File: config.mk
export PLATFORM = sky130hd
export DESIGN_NAME = ordered_list_engine_flat
export DESIGN_NICKNAME = d
export VERILOG_FILES = /design/src/rtl/core/olist_pkg.sv /design/src/rtl/core/olist_cmd_if.sv /design/src/rtl/core/olist_rsp_if.sv /design/src/rtl/core/ordered_list_engine.sv /design/src/rtl/core/olist_ram.sv /design/src/flat_wrapper.sv
export SDC_FILE = /design/constraint.sdc
export NUM_CORES = 1
export LEC_CHECK = 0
export BUFFER_PORTS_ARGS = -buffer_cell sky130_fd_sc_hd__buf_2
export CORE_ASPECT_RATIO = 0.9
export CORE_UTILIZATION = 60
export DETAILED_ROUTE_END_ITERATION = 7
export MAX_ROUTING_LAYER = met4
export PLACE_DENSITY = 0.84
export SLEW_MARGIN = 40
export SYNTH_ARGS = -nofsm -noshare
export SYNTH_HDL_FRONTEND = slang
export SYNTH_HIERARCHICAL = 1
export SYNTH_SLANG_ARGS = --single-unit
File: constraint.sdc
create_clock -name clk -period 4.9 [get_ports clk]
set_clock_uncertainty 0.1 [all_clocks]
set_input_delay 0.98 -clock clk [delete_from_list [all_inputs] [get_ports clk]]
set_output_delay 0.98 -clock clk [all_outputs]
set_load 0.02 [all_outputs]
File: src/rtl/core/olist_pkg.sv
`timescale 1ns / 1ps
// Package for the ordered list engine: action and status codes, sequencer
// states and the default sizes shared by the interfaces and the engine module.
// No dependencies.
package olist_pkg;

    localparam int CAPACITY_DEF    = 32;
    localparam int VALUE_WIDTH_DEF = 16;
    localparam int ACTION_W        = 3;
    localparam int STATUS_W        = 2;
    localparam int COUNT_W         = 6;

    typedef enum logic [ACTION_W-1:0] {
        ACT_PUSH   = 3'd0,
        ACT_INSERT = 3'd1,
        ACT_POP    = 3'd2,
        ACT_REMOVE = 3'd3,
        ACT_CLEAR  = 3'd4
    } action_t;

    typedef enum logic [STATUS_W-1:0] {
        ST_DONE  = 2'd0,
        ST_FULL  = 2'd1,
        ST_EMPTY = 2'd2
    } status_t;

    typedef enum logic [1:0] {
        S_IDLE,
        S_WALK,
        S_FINISH
    } seq_state_t;

endpackage

File: src/rtl/core/olist_cmd_if.sv
`timescale 1ns / 1ps
// Command channel of the ordered list engine: valid/ready plus action and value.
// Depends on olist_pkg.
interface olist_cmd_if #(
    parameter int VALUE_WIDTH = olist_pkg::VALUE_WIDTH_DEF
);
    logic                               valid;
    logic                               ready;
    logic [olist_pkg::ACTION_W-1:0]     action;
    logic signed [VALUE_WIDTH-1:0]      value;

    modport source (output valid, output action, output value, input ready);
    modport sink   (input valid, input action, input value, output ready);
endinterface

File: src/rtl/core/olist_rsp_if.sv
`timescale 1ns / 1ps
// Response channel of the ordered list engine: valid/ready plus list status.
// Depends on olist_pkg.
interface olist_rsp_if #(
    parameter int VALUE_WIDTH = olist_pkg::VALUE_WIDTH_DEF
);
    logic                               valid;
    logic                               ready;
    logic [olist_pkg::STATUS_W-1:0]     status;
    logic [olist_pkg::COUNT_W-1:0]      entry_total;
    logic                               head_valid;
    logic signed [VALUE_WIDTH-1:0]      head_value;
    logic [olist_pkg::COUNT_W-1:0]      removed_total;

    modport source (output valid, output status, output entry_total, output head_valid,
                    output head_value, output removed_total, input ready);
    modport sink   (input valid, input status, input entry_total, input head_valid,
                    input head_value, input removed_total, output ready);
endinterface

File: src/rtl/core/ordered_list_engine.sv
`timescale 1ns / 1ps
// Ordered list engine: bounded list of signed values kept in one RAM and
// walked by a small sequencer. Depends on olist_pkg, olist_cmd_if,
// olist_rsp_if and olist_ram.
// - cmd (sink): one transfer carries an action and a value. Push front,
//   sorted insert, pop front, remove all equal and clear are supported;
//   unused action codes leave the list untouched.
// - rsp (source): exactly one transfer per command, giving status, entry
//   count, head flag and value, and the number of entries removed.
// - Sequence: push, insert, pop and remove walk the RAM once, one entry per
//   cycle (read of entry i+1 overlapped with the write of entry i), then
//   go to the final step, which loads the response into the output register;
//   the next command is taken once the sequencer is back in idle. Clear,
//   unused codes, remove or pop on an empty list and push or insert on a
//   full list go straight to the final step.
// - cmd.ready is high only while the sequencer is idle. A finished response
//   sits in an output register; the next command is still taken while it
//   waits, and the sequencer holds in its final step only if the previous
//   response has not been taken.
// - Reset empties the list at once; no clearing pass over the RAM.
module ordered_list_engine #(
    parameter int CAPACITY    = olist_pkg::CAPACITY_DEF,
    parameter int VALUE_WIDTH = olist_pkg::VALUE_WIDTH_DEF
) (
    input  logic        clk,
    input  logic        rst_n,
    olist_cmd_if.sink   cmd,
    olist_rsp_if.source rsp
);
    import olist_pkg::*;

    localparam int AW = $clog2(CAPACITY);
    localparam int CW = $clog2(CAPACITY + 1);

    // Sequencer and list state
    seq_state_t                     state_reg,    state_next;
    logic [CW-1:0]                  count_reg,    count_next;
    action_t                        op_reg,       op_next;
    logic signed [VALUE_WIDTH-1:0]  val_reg,      val_next;
    logic [CW-1:0]                  idx_reg,      idx_next;
    logic [CW-1:0]                  wr_idx_reg,   wr_idx_next;
    logic signed [VALUE_WIDTH-1:0]  hold_reg,     hold_next;
    logic                           shifting_reg, shifting_next;
    logic [CW-1:0]                  removed_reg,  removed_next;
    status_t                        status_reg,   status_next;
    logic signed [VALUE_WIDTH-1:0]  head_reg,     head_next;

    // Output register
    logic                           out_valid_reg, out_valid_next;
    status_t                        out_status_reg;
    logic [COUNT_W-1:0]             out_total_reg;
    logic                           out_head_valid_reg;
    logic signed [VALUE_WIDTH-1:0]  out_head_reg;
    logic [COUNT_W-1:0]             out_removed_reg;
    logic                           out_load;

    // RAM port
    logic                           ram_we;
    logic [AW-1:0]                  ram_waddr;
    logic [VALUE_WIDTH-1:0]         ram_wdata;
    logic [AW-1:0]                  ram_raddr;
    logic [VALUE_WIDTH-1:0]         ram_rdata;
    logic signed [VALUE_WIDTH-1:0]  rd_val;
    logic [CW-1:0]                  idx_inc;
    logic                           walk_end;
    logic                           drop;

    olist_ram #(
        .WIDTH (VALUE_WIDTH),
        .DEPTH (CAPACITY)
    ) u_store (
        .clk   (clk),
        .we    (ram_we),
        .waddr (ram_waddr),
        .wdata (ram_wdata),
        .raddr (ram_raddr),
        .rdata (ram_rdata)
    );

    assign rd_val   = signed'(ram_rdata);
    assign idx_inc  = idx_reg + CW'(1);
    assign walk_end = (idx_reg == count_reg);
    assign cmd.ready = (state_reg == S_IDLE);

    // While idle keep reading the head slot so entry 0 is ready on the first
    // walk cycle; while walking, fetch the entry after the current one.
    assign ram_raddr = (state_reg == S_WALK) ? idx_inc[AW-1:0] : '0;

    always_comb
    begin
        state_next    = state_reg;
        count_next    = count_reg;
        op_next       = op_reg;
        val_next      = val_reg;
        idx_next      = idx_reg;
        wr_idx_next   = wr_idx_reg;
        hold_next     = hold_reg;
        shifting_next = shifting_reg;
        removed_next  = removed_reg;
        status_next   = status_reg;
        head_next     = head_reg;
        ram_we        = 1'b0;
        ram_waddr     = idx_reg[AW-1:0];
        ram_wdata     = val_reg;
        drop          = 1'b0;
        out_load      = 1'b0;

        unique case (state_reg)
            S_IDLE:
            begin
                if (cmd.valid)
                begin
                    op_next       = action_t'(cmd.action);
                    val_next      = cmd.value;
                    idx_next      = '0;
                    wr_idx_next   = '0;
                    shifting_next = 1'b0;
                    removed_next  = '0;
                    status_next   = ST_DONE;
                    state_next    = S_FINISH;
                    unique case (action_t'(cmd.action))
                        ACT_PUSH, ACT_INSERT:
                        begin
                            if (count_reg == CW'(CAPACITY))
                            begin
                                status_next = ST_FULL;
                            end
                            else
                            begin
                                state_next = S_WALK;
                            end
                        end
                        ACT_POP:
                        begin
                            if (count_reg == '0)
                            begin
                                status_next = ST_EMPTY;
                            end
                            else
                            begin
                                state_next = S_WALK;
                            end
                        end
                        ACT_REMOVE:
                        begin
                            if (count_reg != '0)
                            begin
                                state_next = S_WALK;
                            end
                        end
                        ACT_CLEAR:
                        begin
                            removed_next = count_reg;
                            count_next   = '0;
                        end
                        default:
                        begin
                            // unused code: report the list unchanged
                        end
                    endcase
                end
            end

            S_WALK:
            begin
                idx_next = idx_inc;
                if (op_reg == ACT_PUSH || op_reg == ACT_INSERT)
                begin
                    // Ripple insert: once the slot is found, every later entry
                    // moves up one place through the hold register.
                    if (walk_end)
                    begin
                        ram_we     = 1'b1;
                        ram_wdata  = shifting_reg ? hold_reg : val_reg;
                        count_next = count_reg + CW'(1);
                        state_next = S_FINISH;
                    end
                    else if (shifting_reg)
                    begin
                        ram_we    = 1'b1;
                        ram_wdata = hold_reg;
                        hold_next = rd_val;
                    end
                    else if (op_reg == ACT_PUSH || val_reg <= rd_val)
                    begin
                        ram_we        = 1'b1;
                        ram_wdata     = val_reg;
                        hold_next     = rd_val;
                        shifting_next = 1'b1;
                    end
                end
                else
                begin
                    // Compaction: drop matching entries, move the rest down.
                    if (walk_end)
                    begin
                        count_next = wr_idx_reg;
                        state_next = S_FINISH;
                    end
                    else
                    begin
                        drop = (op_reg == ACT_POP) ? (idx_reg == '0) : (rd_val == val_reg);
                        if (drop)
                        begin
                            removed_next = removed_reg + CW'(1);
                        end
                        else
                        begin
                            ram_we      = 1'b1;
                            ram_waddr   = wr_idx_reg[AW-1:0];
                            ram_wdata   = rd_val;
                            wr_idx_next = wr_idx_reg + CW'(1);
                        end
                    end
                end
                // Track the head so the response needs no extra read.
                if (ram_we && ram_waddr == '0)
                begin
                    head_next = signed'(ram_wdata);
                end
            end

            S_FINISH:
            begin
                if (!out_valid_reg || rsp.ready)
                begin
                    out_load   = 1'b1;
                    state_next = S_IDLE;
                end
            end

            default:
            begin
                state_next = S_IDLE;
            end
        endcase
    end

    always_comb
    begin
        out_valid_next = out_valid_reg;
        if (out_load)
        begin
            out_valid_next = 1'b1;
        end
        else if (rsp.ready)
        begin
            out_valid_next = 1'b0;
        end
    end

    // Control state
    always_ff @(posedge clk or negedge rst_n)
    begin
        if (!rst_n)
        begin
            state_reg     <= S_IDLE;
            count_reg     <= '0;
            out_valid_reg <= 1'b0;
        end
        else
        begin
            state_reg     <= state_next;
            count_reg     <= count_next;
            out_valid_reg <= out_valid_next;
        end
    end

    // Working and payload registers
    always_ff @(posedge clk)
    begin
        op_reg       <= op_next;
        val_reg      <= val_next;
        idx_reg      <= idx_next;
        wr_idx_reg   <= wr_idx_next;
        hold_reg     <= hold_next;
        shifting_reg <= shifting_next;
        removed_reg  <= removed_next;
        status_reg   <= status_next;
        head_reg     <= head_next;
        if (out_load)
        begin
            out_status_reg     <= status_reg;
            out_total_reg      <= COUNT_W'(count_reg);
            out_head_valid_reg <= (count_reg != '0);
            out_head_reg       <= (count_reg != '0) ? head_reg : '0;
            out_removed_reg    <= COUNT_W'(removed_reg);
        end
    end

    assign rsp.valid         = out_valid_reg;
    assign rsp.status        = out_status_reg;
    assign rsp.entry_total   = out_total_reg;
    assign rsp.head_valid    = out_head_valid_reg;
    assign rsp.head_value    = out_head_reg;
    assign rsp.removed_total = out_removed_reg;

endmodule

File: src/rtl/core/olist_ram.sv
`timescale 1ns / 1ps
// Generic single-write, single-read RAM with registered read data.
// No dependencies.
module olist_ram #(
    parameter int WIDTH = 16,
    parameter int DEPTH = 32
) (
    input  logic                     clk,
    input  logic                     we,
    input  logic [$clog2(DEPTH)-1:0] waddr,
    input  logic [WIDTH-1:0]         wdata,
    input  logic [$clog2(DEPTH)-1:0] raddr,
    output logic [WIDTH-1:0]         rdata
);

    logic [WIDTH-1:0] mem [DEPTH];

    always_ff @(posedge clk)
    begin
        if (we)
        begin
            mem[waddr] <= wdata;
        end
        rdata <= mem[raddr];
    end

endmodule
File: src/flat_wrapper.sv
// flat-port wrapper written by rule: the top's interface ports become plain ports
module ordered_list_engine_flat import olist_pkg::*;
#(
    parameter int CAPACITY    = olist_pkg::CAPACITY_DEF,
    parameter int VALUE_WIDTH = olist_pkg::VALUE_WIDTH_DEF
)
  (clk, rst_n, cmd_valid, cmd_action, cmd_value, cmd_ready, rsp_valid, rsp_status, rsp_entry_total, rsp_head_valid, rsp_head_value, rsp_removed_total, rsp_ready);
  olist_cmd_if #(.VALUE_WIDTH(VALUE_WIDTH)) cmd_i ();
  olist_rsp_if #(.VALUE_WIDTH(VALUE_WIDTH)) rsp_i ();
  input  logic clk;
  input  logic rst_n;
  input wire logic [$bits(cmd_i.valid)-1:0] cmd_valid;
  input wire logic [$bits(cmd_i.action)-1:0] cmd_action;
  input wire logic [$bits(cmd_i.value)-1:0] cmd_value;
  output wire logic [$bits(cmd_i.ready)-1:0] cmd_ready;
  output wire logic [$bits(rsp_i.valid)-1:0] rsp_valid;
  output wire logic [$bits(rsp_i.status)-1:0] rsp_status;
  output wire logic [$bits(rsp_i.entry_total)-1:0] rsp_entry_total;
  output wire logic [$bits(rsp_i.head_valid)-1:0] rsp_head_valid;
  output wire logic [$bits(rsp_i.head_value)-1:0] rsp_head_value;
  output wire logic [$bits(rsp_i.removed_total)-1:0] rsp_removed_total;
  input wire logic [$bits(rsp_i.ready)-1:0] rsp_ready;
  assign cmd_i.valid = cmd_valid;
  assign cmd_i.action = cmd_action;
  assign cmd_i.value = cmd_value;
  assign cmd_ready = cmd_i.ready;
  assign rsp_valid = rsp_i.valid;
  assign rsp_status = rsp_i.status;
  assign rsp_entry_total = rsp_i.entry_total;
  assign rsp_head_valid = rsp_i.head_valid;
  assign rsp_head_value = rsp_i.head_value;
  assign rsp_removed_total = rsp_i.removed_total;
  assign rsp_i.ready = rsp_ready;
  ordered_list_engine #(.CAPACITY(CAPACITY), .VALUE_WIDTH(VALUE_WIDTH)) u_core (.clk(clk), .rst_n(rst_n), .cmd(cmd_i), .rsp(rsp_i));
endmodule
==> results.py, run 1 <==
metrics = {
    "setup_path": {
        "path_class": "reg2reg",
        "r2r_end": "u_core/u_store/mem[17][7]",
        "cp_data_required_time_ns": 5.12,
        "critPathMaxFanout": 34,
        "reg2reg_from": "u_core/idx_reg[2]",
        "critPathLaunchType": "flip-flop",
        "reg2reg_depth": 9,
        "regToRegSetupSlack_ns": 0.86,
        "end_kind": "flip-flop",
        "arrival_ns": 4.26,
    },
    "die": {
        "die_area_um2": 44600,
        "die_h_um": 201,
        "core.rowCount": 72,
        "initial_utilization": 0.610,
        "ios": 56,
        "die_x_um": 223,
        "core_um2": 43100,
    },
    "clock_tree": {
        "cts_buffer_depth": 3,
        "cts_made_buffers": 58,
        "root_buffer": "clkbuf_16",
        "cts-hold-fix-buffers": 0,
        "cts_tree": "built",
        "post_cts_buffers": 0,
        "ctsResizeCount": 0,
        "htreeDepth": 2,
        "clk_pin_slew_ns": 0.06,
        "clkLatencyLatePin_ns": 0.64,
        "cts.sinks": 640,
    },
    "drt": {
        "ant_nets": 0,
        "routed_wl_um": 61200,
        "vias": 15200,
        "wl_per_cell_um": 25.9,
        "drc_errors": 0,
        "drtIter0Drc": 2105,
        "first_pass_iters": 6,
        "vias_per_cell": 6.45,
    },
    "cells_and_area": {
        "largest_reg_flops": 512,
        "area_delta_synth_final_pct": 10.9,
        "drive_gt1_frac": 0.142,
        "final_nets": 1799,
        "final_area_um2": 29200,
        "regMostFlops": "u_core/u_store/mem",
        "final_cells": 2358,
    },
    "synth": {
        "postSynthAreaPerCell_um2": 15.9,
        "synth_top_family_by_area": "multiplexers",
        "yosysWarnings": 6,
        "synth_cells": 1658,
        "synth_compound_area_frac": 0.0603,
        "synth-edff-count": 615,
        "yosys-top-cells-area": "edfxtp_1, mux2i_1, a22oi_1",
        "post-synth-top-area-fraction": 0.703,
        "async_reset_ff_frac": 0.0141,
        "synth_xor_area_frac": 0.00633,
        "synth.area.mux_share": 0.107,
        "synth.net_count": 1703,
        "synthAdderAreaFrac": 0.0105,
        "ys_seq_elements": 640,
        "synthSimpleGateAreaFrac": 0.0637,
        "ys.flop_type": "edfxtp_1",
        "syn_area_um2": 26300,
        "yosysSeqAreaShare": 0.723,
        "synth_cell_types": 55,
        "synth_area_leader_cell": "edfxtp_1",
    },
    "power_and_ir_drop": {
        "vdd_ir_drop_max_v": 0.000505,
        "p_per_area_nw_per_um2": 686,
        "power_frac_clock": 0.225,
        "pwr-share-comb": 0.363,
        "internal_power_mw": 12.5,
        "p_sw_mw": 7.47,
        "swShare": 0.374,
        "seq_power_share": 0.412,
        "p_leak_nw": 9.85,
    },
    "global_routing": {
        "grt_max_degree": 98,
        "top_usage_layer": "met2",
        "grt_overflow": 0,
        "grt_use_met3": 0.0600,
        "grt_pass1_vias": 14900,
        "grtUsageMet1": 0.379,
        "grt_pass1_wl_um": 90800,
        "antenna_found_initial": 3,
        "grt.total_usage": 0.283,
        "grt_use_met2": 0.428,
    },
    "timing": {
        "worstMarginPinSlew_ns": 0.833,
        "max_slew_margin": 0.444,
        "fmax_mhz": 248,
        "setup_violations": 0,
        "period_needed_ns": 4.04,
        "slew_viol_final": 0,
        "rsz0062_at_grt": "no",
        "setup_tns_ns": 0,
        "hold_viol": 0,
        "post-route-period-util": 0.824,
    },
    "placed_design": {
        "dpl.cell_count": 2248,
        "placed_cell_area_um2": 27200,
        "io_buffer_count": 55,
        "dp_hpwl_um": 37100,
        "gp_congestion": 0.973,
    },
    "worst_hold_path": {
        "hp-class": "in2async",
    },
    "status": {
        "status": "completed",
    },
    "job": {
        "max_cap_violations": 0,
    },
}
==> power groups by stage <==
| stage | Sequential, mW | Clock [mW] | Combinational [mW] |
|---|---|---|---|
| 2_1_floorplan | 8.22 | 0 | 4.55 |
| 3_3_place_gp | 8.29 | 0 | 6.80 |
| 3_5_place_dp | 8.34 | 0 | 6.99 |
| 4_1_cts | 8.23 | 4.55 | 7.04 |
| 5_1_grt | 8.30 | 4.74 | 7.57 |
| 6_report | 8.24 | 4.50 | 7.26 |
==> synthesized netlist by cell type, types with 2 or more instances <==
cell	number
edfxtp_1	615
mux2i_1	257
nand2_1	128
nor2_1	80
a22oi_1	64
a21oi_1	46
nand3_1	46
a31oi_1	36
a22o_1	34
clkbuf_1	32
inv_1	24
nor3_1	23
ha_1	22
buf_2	21
mux2_2	21
nand4_1	20
nor2b_1	20
buf_4	19
a32oi_1	17
dfxtp_1	16
xnor2_1	13
o21ai_0	10
dfrtp_1	9
buf_8	8
buf_6	7
nand3b_1	7
o22ai_1	7
nand2b_1	6
xor2_1	6
buf_12	5
or3_1	5
and2_1	4
o31ai_1	3
or3b_2	3
nor3b_1	2
nor4b_1	2
or2_2	2
==> worst max path at each step <==
stage	startpoint	endpoint	cells after the start
2_1_floorplan	u_core/val_reg[7]	u_core/u_store/mem[12][0]	11
3_3_place_gp	u_core/idx_reg[2]	u_core/u_store/mem[6][13]	9
3_5_place_dp	u_core/idx_reg[2]	u_core/u_store/mem[13][11]	9
4_1_cts	u_core/idx_reg[2]	u_core/u_store/mem[13][3]	9
5_1_grt	u_core/val_reg[7]	u_core/u_store/mem[14][8]	11
6_report	u_core/idx_reg[2]	u_core/u_store/mem[17][7]	9
==> layout make-up <==
| class | instances | area (µm²) |
|---|---|---|
| Antenna cell | 3 | 7.51 |
| Clock buffer | 81 | 1620 |
| Clock inverter | 25 | 273 |
| Fill cell | 2709 | 13900 |
| Inverter | 24 | 90.1 |
| Multi-Input combinational cell | 901 | 6560 |
| Sequential cell | 640 | 19000 |
| Tap cell | 555 | 694 |
| Timing Repair Buffer | 129 | 896 |
==> through the flow <==
step	worst slack (ns)	utilization	power (mW)	hold WS [ns]
4_1_cts	0.945	0.676	19.8	0.0765
5_1_grt	0.751	0.677	20.6	0.102
3_3_place_gp	1.06	0.632	15.1	0.307
6_report	0.861	0.677	20.0	0.0872
2_1_floorplan	0.739	-	12.8	0.300
3_5_place_dp	0.953	0.632	15.3	0.305
==> cells in the final DEF, fill, tap and decap left out, types with 5 or more instances in the layout <==
cell type	synthesis	routed
a21oi_1	46	46
a22o_1	34	34
a22oi_1	64	64
a31oi_1	36	36
a32oi_1	17	17
buf_2	21	55
buf_4	19	69
bufinv_16	0	5
clkbuf_1	32	16
clkbuf_16	0	59
clkbuf_8	0	6
clkinv_1	0	6
clkinv_2	0	8
dfrtp_1	9	9
dfxtp_1	16	16
edfxtp_1	615	615
ha_1	22	22
inv_1	24	23
mux2_2	21	21
mux2i_1	257	257
nand2_1	128	126
nand2b_1	6	6
nand3_1	46	46
nand3b_1	7	7
nand4_1	20	20
nor2_1	80	77
nor2b_1	20	18
nor3_1	23	23
o21ai_0	10	9
o22ai_1	7	7
or3_1	5	5
xnor2_1	13	13
xor2_1	6	6
==> logic make-up (layout without fill, tap and decap cells) <==
| logic type | Yosys count | in the layout |
|---|---|---|
| compound gates | 225 | 225 |
| xor+xnor | 19 | 19 |
| fa+ha+maj | 22 | 22 |
| buf+inv | 117 | 259 |
| flops | 640 | 640 |
| mux | 278 | 278 |
| other cells | 0 | 3 |
| simple gates | 357 | 357 |
==> per-layer routing <==
metal / share of wire / wire [µm] / vias to the layer above
met3: 0.12 / 7090 / 152
li1: - / - / 6620
met2: 0.46 / 28200 / 954
met1: 0.39 / 23600 / 7491
met4: 0.036 / 2230 / 0
met5: 0 / 0 / -
==> worst max-delay path: stages, from the launching register on <==
cell and delay [ns]:
edfxtp_1 0.49, or3_1 0.44, or4_4 0.50, a21boi_4 0.16, and2_4 0.29, nand2_4 0.15, mux2_2 0.36, nand3b_1 0.60
nor2_1 0.37, buf_4 0.25
(Power assumes the default switching activity.)
==> run 2: changes to the inputs <==
- clock period: 4.9 -> 4.15 ns (I/O delays scaled with it)
==> run 2 against run 1 <==
  * Clock power increased by 17%
  * Power increased by 19%
  * Worst setup slack got worse by 0.61 ns
  * Largest cell class unchanged
  * Largest power group unchanged
==> results.py, run 2 (synthesized netlist as in run 1, its figures left out) <==
metrics = {
    "die": {
        "initial_utilization": 0.610,
        "die_h_um": 201,
        "core.rowCount": 72,
        "die_x_um": 223,
        "die_area_um2": 44600,
        "core_um2": 43100,
        "ios": 56,
    },
    "drt": {
        "drc_errors": 0,
        "drtIter0Drc": 1999,
        "wl_per_cell_um": 26.4,
        "ant_nets": 0,
        "wl_met1_um": 24100,
        "routed_wl_um": 62400,
        "wl_met3_um": 7130,
        "vias_per_cell": 6.57,
        "first_pass_iters": 6,
        "vias": 15500,
        "dr.max_layer_used": "met4",
        "route.met2.wl_um": 28800,
    },
    "placed_design": {
        "dp_hpwl_um": 37500,
        "place_ws_ns": 0.346,
        "placed_cell_area_um2": 27300,
        "gp_congestion": 0.932,
        "io_buffer_count": 55,
    },
    "setup_path": {
        "arrival_ns": 4.11,
        "cp_data_required_time_ns": 4.36,
        "critPathLaunchType": "flip-flop",
        "path_class": "reg2reg",
        "end_kind": "flip-flop",
        "critPathMaxFanout": 16,
    },
    "cells_and_area": {
        "mostFrequentLayoutCell": "edfxtp_1",
        "post-route-util": 0.678,
        "regMostFlops": "u_core/u_store/mem",
        "final_cell_mix": "edfxtp_1, mux2i_1, nand2_1",
        "final_nets": 1811,
        "drive_gt1_frac": 0.147,
        "final_area_um2": 29200,
        "area_delta_synth_final_pct": 11.1,
        "largest_reg_flops": 512,
    },
    "timing": {
        "fmax_mhz": 256,
        "period_needed_ns": 3.90,
        "hold_viol": 0,
        "post-route-period-util": 0.940,
        "fin_ws_ns": 0.247,
        "slew_viol_final": 0,
        "setup_violations": 0,
        "setup_tns_ns": 0,
        "worstMarginPinSlew_ns": 0.765,
        "max_slew_margin": 0.488,
        "rsz0062_at_grt": "no",
    },
    "clock_tree": {
        "clk_pin_slew_ns": 0.07,
        "cts.sinks": 640,
        "ctsResizeCount": 0,
        "cts_buffer_depth": 3,
        "cts_tree": "built",
        "htreeDepth": 2,
        "clkLatencyLatePin_ns": 0.63,
        "cts_made_buffers": 59,
        "root_buffer": "clkbuf_16",
        "post_cts_buffers": 0,
    },
    "worst_hold_path": {
        "hp-class": "in2reg",
    },
    "power_and_ir_drop": {
        "p_total_mw": 23.7,
        "p_per_area_nw_per_um2": 813,
        "p_leak_nw": 9.90,
        "vdd_ir_drop_max_v": 0.000506,
    },
    "global_routing": {
        "grt.total_usage": 0.288,
        "grt_overflow": 0,
        "grt_max_degree": 65,
        "grt_pass1_vias": 15100,
        "grt_pass1_wl_um": 92100,
        "antenna_found_initial": 1,
    },
    "status": {
        "status": "completed",
    },
    "job": {
        "max_cap_violations": 0,
    },
}
==> run 2: cell count changes in the layout (fill, tap and decap cells not counted), moves of 4 or more <==
cell      previous run  this run
clkbuf_1            16        11
clkinv_2             8        14
buf_4               69        79
clkbuf_8             6         2
==> run 2: metrics by stage <==
step                instances  hold WS, ns
global route             2366        0.262
finish                   2366        0.276
floorplan                1658        0.300
CTS                      2365        0.257
detailed placement       2259        0.324
global placement         2259        0.307
==> run 2: power by group <==
| part | switching (mW) | internal (mW) | leakage, nW |
|---|---|---|---|
| logic | 6.21 | 2.57 | 3.14 |
| clock network | 2.32 | 2.97 | 0.924 |
| registers | 0.459 | 9.23 | 5.84 |
| total | 8.98 | 14.8 | 9.90 |
==> run 2: area by class of cell <==
| cell class | count | area, µm² |
|---|---|---|
| clock inverter | 33 | 328 |
| clock buffer | 72 | 1550 |
| sequential | 640 | 19000 |
| timing repair buffer | 140 | 978 |
| fill | 2721 | 13900 |
| multi-input combinational | 901 | 6540 |
| inverter | 24 | 90.1 |
| tap | 555 | 694 |
| antenna | 1 | 2.50 |
==> run 2: worst max-delay path: stages, from the launching register on <==
cell	delay, ns
edfxtp_1	0.46
ha_1	0.36
nand4_1	0.17
nor4_1	0.34
buf_4	0.20
a21boi_4	0.07
and2_4	0.18
nand2_4	0.10
mux2_2	0.37
nand3b_1	0.63
nor2_1	0.31
buf_4	0.29
==> run 2: layer usage <==
layer  global-route usage  vias up
met5                    -        -
met3               0.0632      170
li1                     -     6642
met1                0.390     7726
met2                0.434      999
met4                0.107        0
==> run 2: worst paths after layout <==
path	start	endpoint	slack [ns]	depth (start not counted)
worst max-delay path	u_core/val_reg[5]	u_core/u_store/mem[30][7]	0.25	11
worst min-delay path	cmd_value[8]	u_core/val_reg[8]	0.28	1
worst max register to register	u_core/val_reg[5]	u_core/u_store/mem[30][7]	0.25	11
worst min register to register	u_core/status_reg[1]	u_core/rsp.status[1]	0.34	0
max in group asynchronous	rst_n	u_core/count_reg[3]	3.30	2
min in group asynchronous	rst_n	u_core/rsp.valid	0.48	2
==> run 2: repair_timing <==
| item | 4_1_cts | 5_1_grt |
|---|---|---|
| endpoints found under the setup margin | 0 | 0 |
| hold endpoints to repair | 9 | 0 |
| hold buffers | 1 | 0 |
==> run 3: changes to the inputs <==
- CTS_BUF_LIST: default -> sky130_fd_sc_hd__clkbuf_4 sky130_fd_sc_hd__clkbuf_8
==> run 3 against run 2 <==
  * Count of clock-buffer cells in the layout increased by 62
  * The run now ends with DRC left
  * Utilization fell by 0.23 points
  * Flip-flop and latch count unchanged
  * Sequential power hardly changed
  * Worst hold slack got worse by 0.047 ns
  * Via count shrank 0.57%
  * Combinational power down 0.5%
  * Fmax rose by 0.11%
  * Critical path depth unchanged
  * Critical endpoint is now u_core/u_store/mem[26][3]
  * Non-clock buffer count did not move
  * Final cell count is 2.4% higher
  * Sequential share of layout area increased by 0.22 points
  * Highest routed layer unchanged
==> results.py, run 3 (synthesized netlist as in run 1, its figures left out) <==
metrics = {
    "global_routing": {
        "grt.total_usage": 0.287,
        "grt_max_degree": 65,
        "antenna_found_initial": 1,
        "grt_pass1_vias": 15200,
        "grt_overflow": 0,
        "grt_pass1_wl_um": 91600,
    },
    "drt": {
        "first_pass_iters": 8,
        "routed_wl_um": 61500,
        "vias": 15400,
        "drc_errors": 3,
        "ant_nets": 0,
        "wl_per_cell_um": 25.4,
        "drtIter0Drc": 2051,
        "vias_per_cell": 6.38,
    },
    "setup_path": {
        "path_class": "reg2reg",
        "cp_common_cell": "buf_4",
        "worstPathCellList": "ha_1 -> nand4_1 -> nor4_1 -> buf_4 -> a21boi_4 -> and2_4 -> nand2_4 -> mux2_2 -> nand3b_1 -> nor2_1 -> buf_4",
        "cp_slowest_cell": "nand3b_1",
        "arrival_ns": 4.15,
        "reg2reg_depth": 11,
        "end_kind": "flip-flop",
        "cp_slowest_stage_delay_ns": 0.65,
        "critPathMaxFanout": 10,
        "critPathLaunchType": "flip-flop",
        "cp_data_required_time_ns": 4.40,
    },
    "clock_tree": {
        "cts_made_buffers": 93,
        "post_cts_buffers": 0,
        "cts_buffer_depth": 3,
        "clkLatencyLatePin_ns": 0.67,
        "root_buffer": "clkbuf_8",
        "clk_pin_slew_ns": 0.07,
        "htreeDepth": 3,
        "cts_tree": "built",
        "ctsResizeCount": 0,
        "cts.sinks": 640,
    },
    "timing": {
        "setup_violations": 0,
        "period_needed_ns": 3.90,
        "max_slew_margin": 0.470,
        "hold_viol": 0,
        "fmax_mhz": 257,
        "worstMarginPinSlew_ns": 0.793,
        "slew_viol_final": 0,
        "holdWs_ns": 0.230,
        "rsz0062_at_grt": "no",
        "post-route-period-util": 0.939,
    },
    "placed_design": {
        "gp_congestion": 0.932,
        "io_buffer_count": 55,
        "dp_hpwl_um": 37500,
        "placed_cell_area_um2": 27300,
    },
    "job": {
        "max_cap_violations": 0,
    },
    "die": {
        "die_h_um": 201,
        "core_um2": 43100,
        "die_x_um": 223,
        "die_area_um2": 44600,
        "initial_utilization": 0.610,
        "ios": 56,
        "core.rowCount": 72,
    },
    "status": {
        "failed_checks": "DRC",
        "status": "finished with violations",
    },
    "cells_and_area": {
        "final_area_um2": 29100,
        "final_nets": 1845,
        "final_cell_mix": "edfxtp_1, mux2i_1, nand2_1",
        "multi_input_area_um2": 6540,
        "mostFrequentLayoutCell": "edfxtp_1",
        "regArea_um2": 19000,
        "largest_reg_flops": 512,
        "regMostFlops": "u_core/u_store/mem",
        "drive_gt1_frac": 0.171,
        "area_delta_synth_final_pct": 10.7,
        "fillers": 2748,
    },
    "power_and_ir_drop": {
        "vdd_ir_drop_max_v": 0.000521,
        "p_per_area_nw_per_um2": 798,
        "p_leak_nw": 9.91,
    },
    "worst_hold_path": {
        "hold_depth": 1,
        "hp-class": "in2reg",
    },
}
[run 3: changes by cell type in the layout (fill, tap and decap cells not counted)]
| cell | change |
|---|---|
| clkbuf_1 | -11 |
| clkinv_1 | +14 |
| clkinvlp_4 | +1 |
| clkbuf_4 | +35 |
| bufinv_16 | -4 |
| clkbuf_8 | +97 |
| diode_2 | +1 |
| clkinv_2 | -13 |
| inv_16 | -2 |
| clkinv_4 | -1 |
| inv_6 | -1 |
| clkbuf_16 | -59 |
[run 3: per-stage QoR]
| stage | instances | TNS, ns | power [mW] | setup slack [ns] | util |
|---|---|---|---|---|---|
| finish | 2423 | 0 | 23.2 | 0.251 | 0.676 |
| detailed placement | 2259 | 0 | 18.2 | 0.346 | 0.634 |
| global placement | 2259 | 0 | 17.9 | 0.409 | 0.634 |
| global route | 2422 | 0 | 24.0 | 0.162 | 0.676 |
| floorplan | 1658 | -1.08 | 15.1 | -0.0112 | - |
| CTS | 2421 | 0 | 23.0 | 0.300 | 0.676 |
[run 3: critical path: cells and delay by family, from the launching register on]
family	cells	cell delay, ns
buf+inv	2	0.45
compound gates	1	0.07
simple gates	6	1.80
mux	1	0.37
fa+ha+maj	1	0.36
flops	1	0.44
[run 3: final timing paths]
| path | slack [ns] | to | start |
|---|---|---|---|
| min | 0.23 | u_core/val_reg[8] | cmd_value[8] |
| min in group asynchronous | 0.44 | u_core/count_reg[2] | rst_n |
| max | 0.25 | u_core/u_store/mem[26][3] | u_core/val_reg[7] |
| max reg2reg | 0.25 | u_core/u_store/mem[26][3] | u_core/val_reg[7] |
| min reg2reg | 0.33 | u_core/rsp.status[1] | u_core/status_reg[1] |
| max in group asynchronous | 3.31 | u_core/count_reg[3] | rst_n |
[run 3: power breakdown]
part           leakage [nW]  switching, mW  internal [mW]
sequential             5.84          0.449           9.23
combinational          3.14           6.17           2.57
clock                 0.929           2.26           2.56
[run 3: cell type report]
cell class,instances,share of cell area
Tap cell,555,0.0239
Multi-Input combinational cell,901,0.225
Clock inverter,27,0.00499
Sequential cell,640,0.653
Timing Repair Buffer,140,0.0336
Clock buffer,134,0.0559
Antenna cell,2,0.000172
Inverter,24,0.00310
[run 3: what timing repair did]
action,CTS,global route
endpoints found under the setup margin,0,0
endpoints found under the hold margin,9,0
hold buffers,1,0
[run 3: routing by layer]
metal	global-route usage	vias to the layer above	routed length, µm
met3	0.0780	164	7280
li1	-	6720	-
met4	0.112	0	2220
met2	0.422	1009	28100
met5	-	-	0
met1	0.383	7555	23900
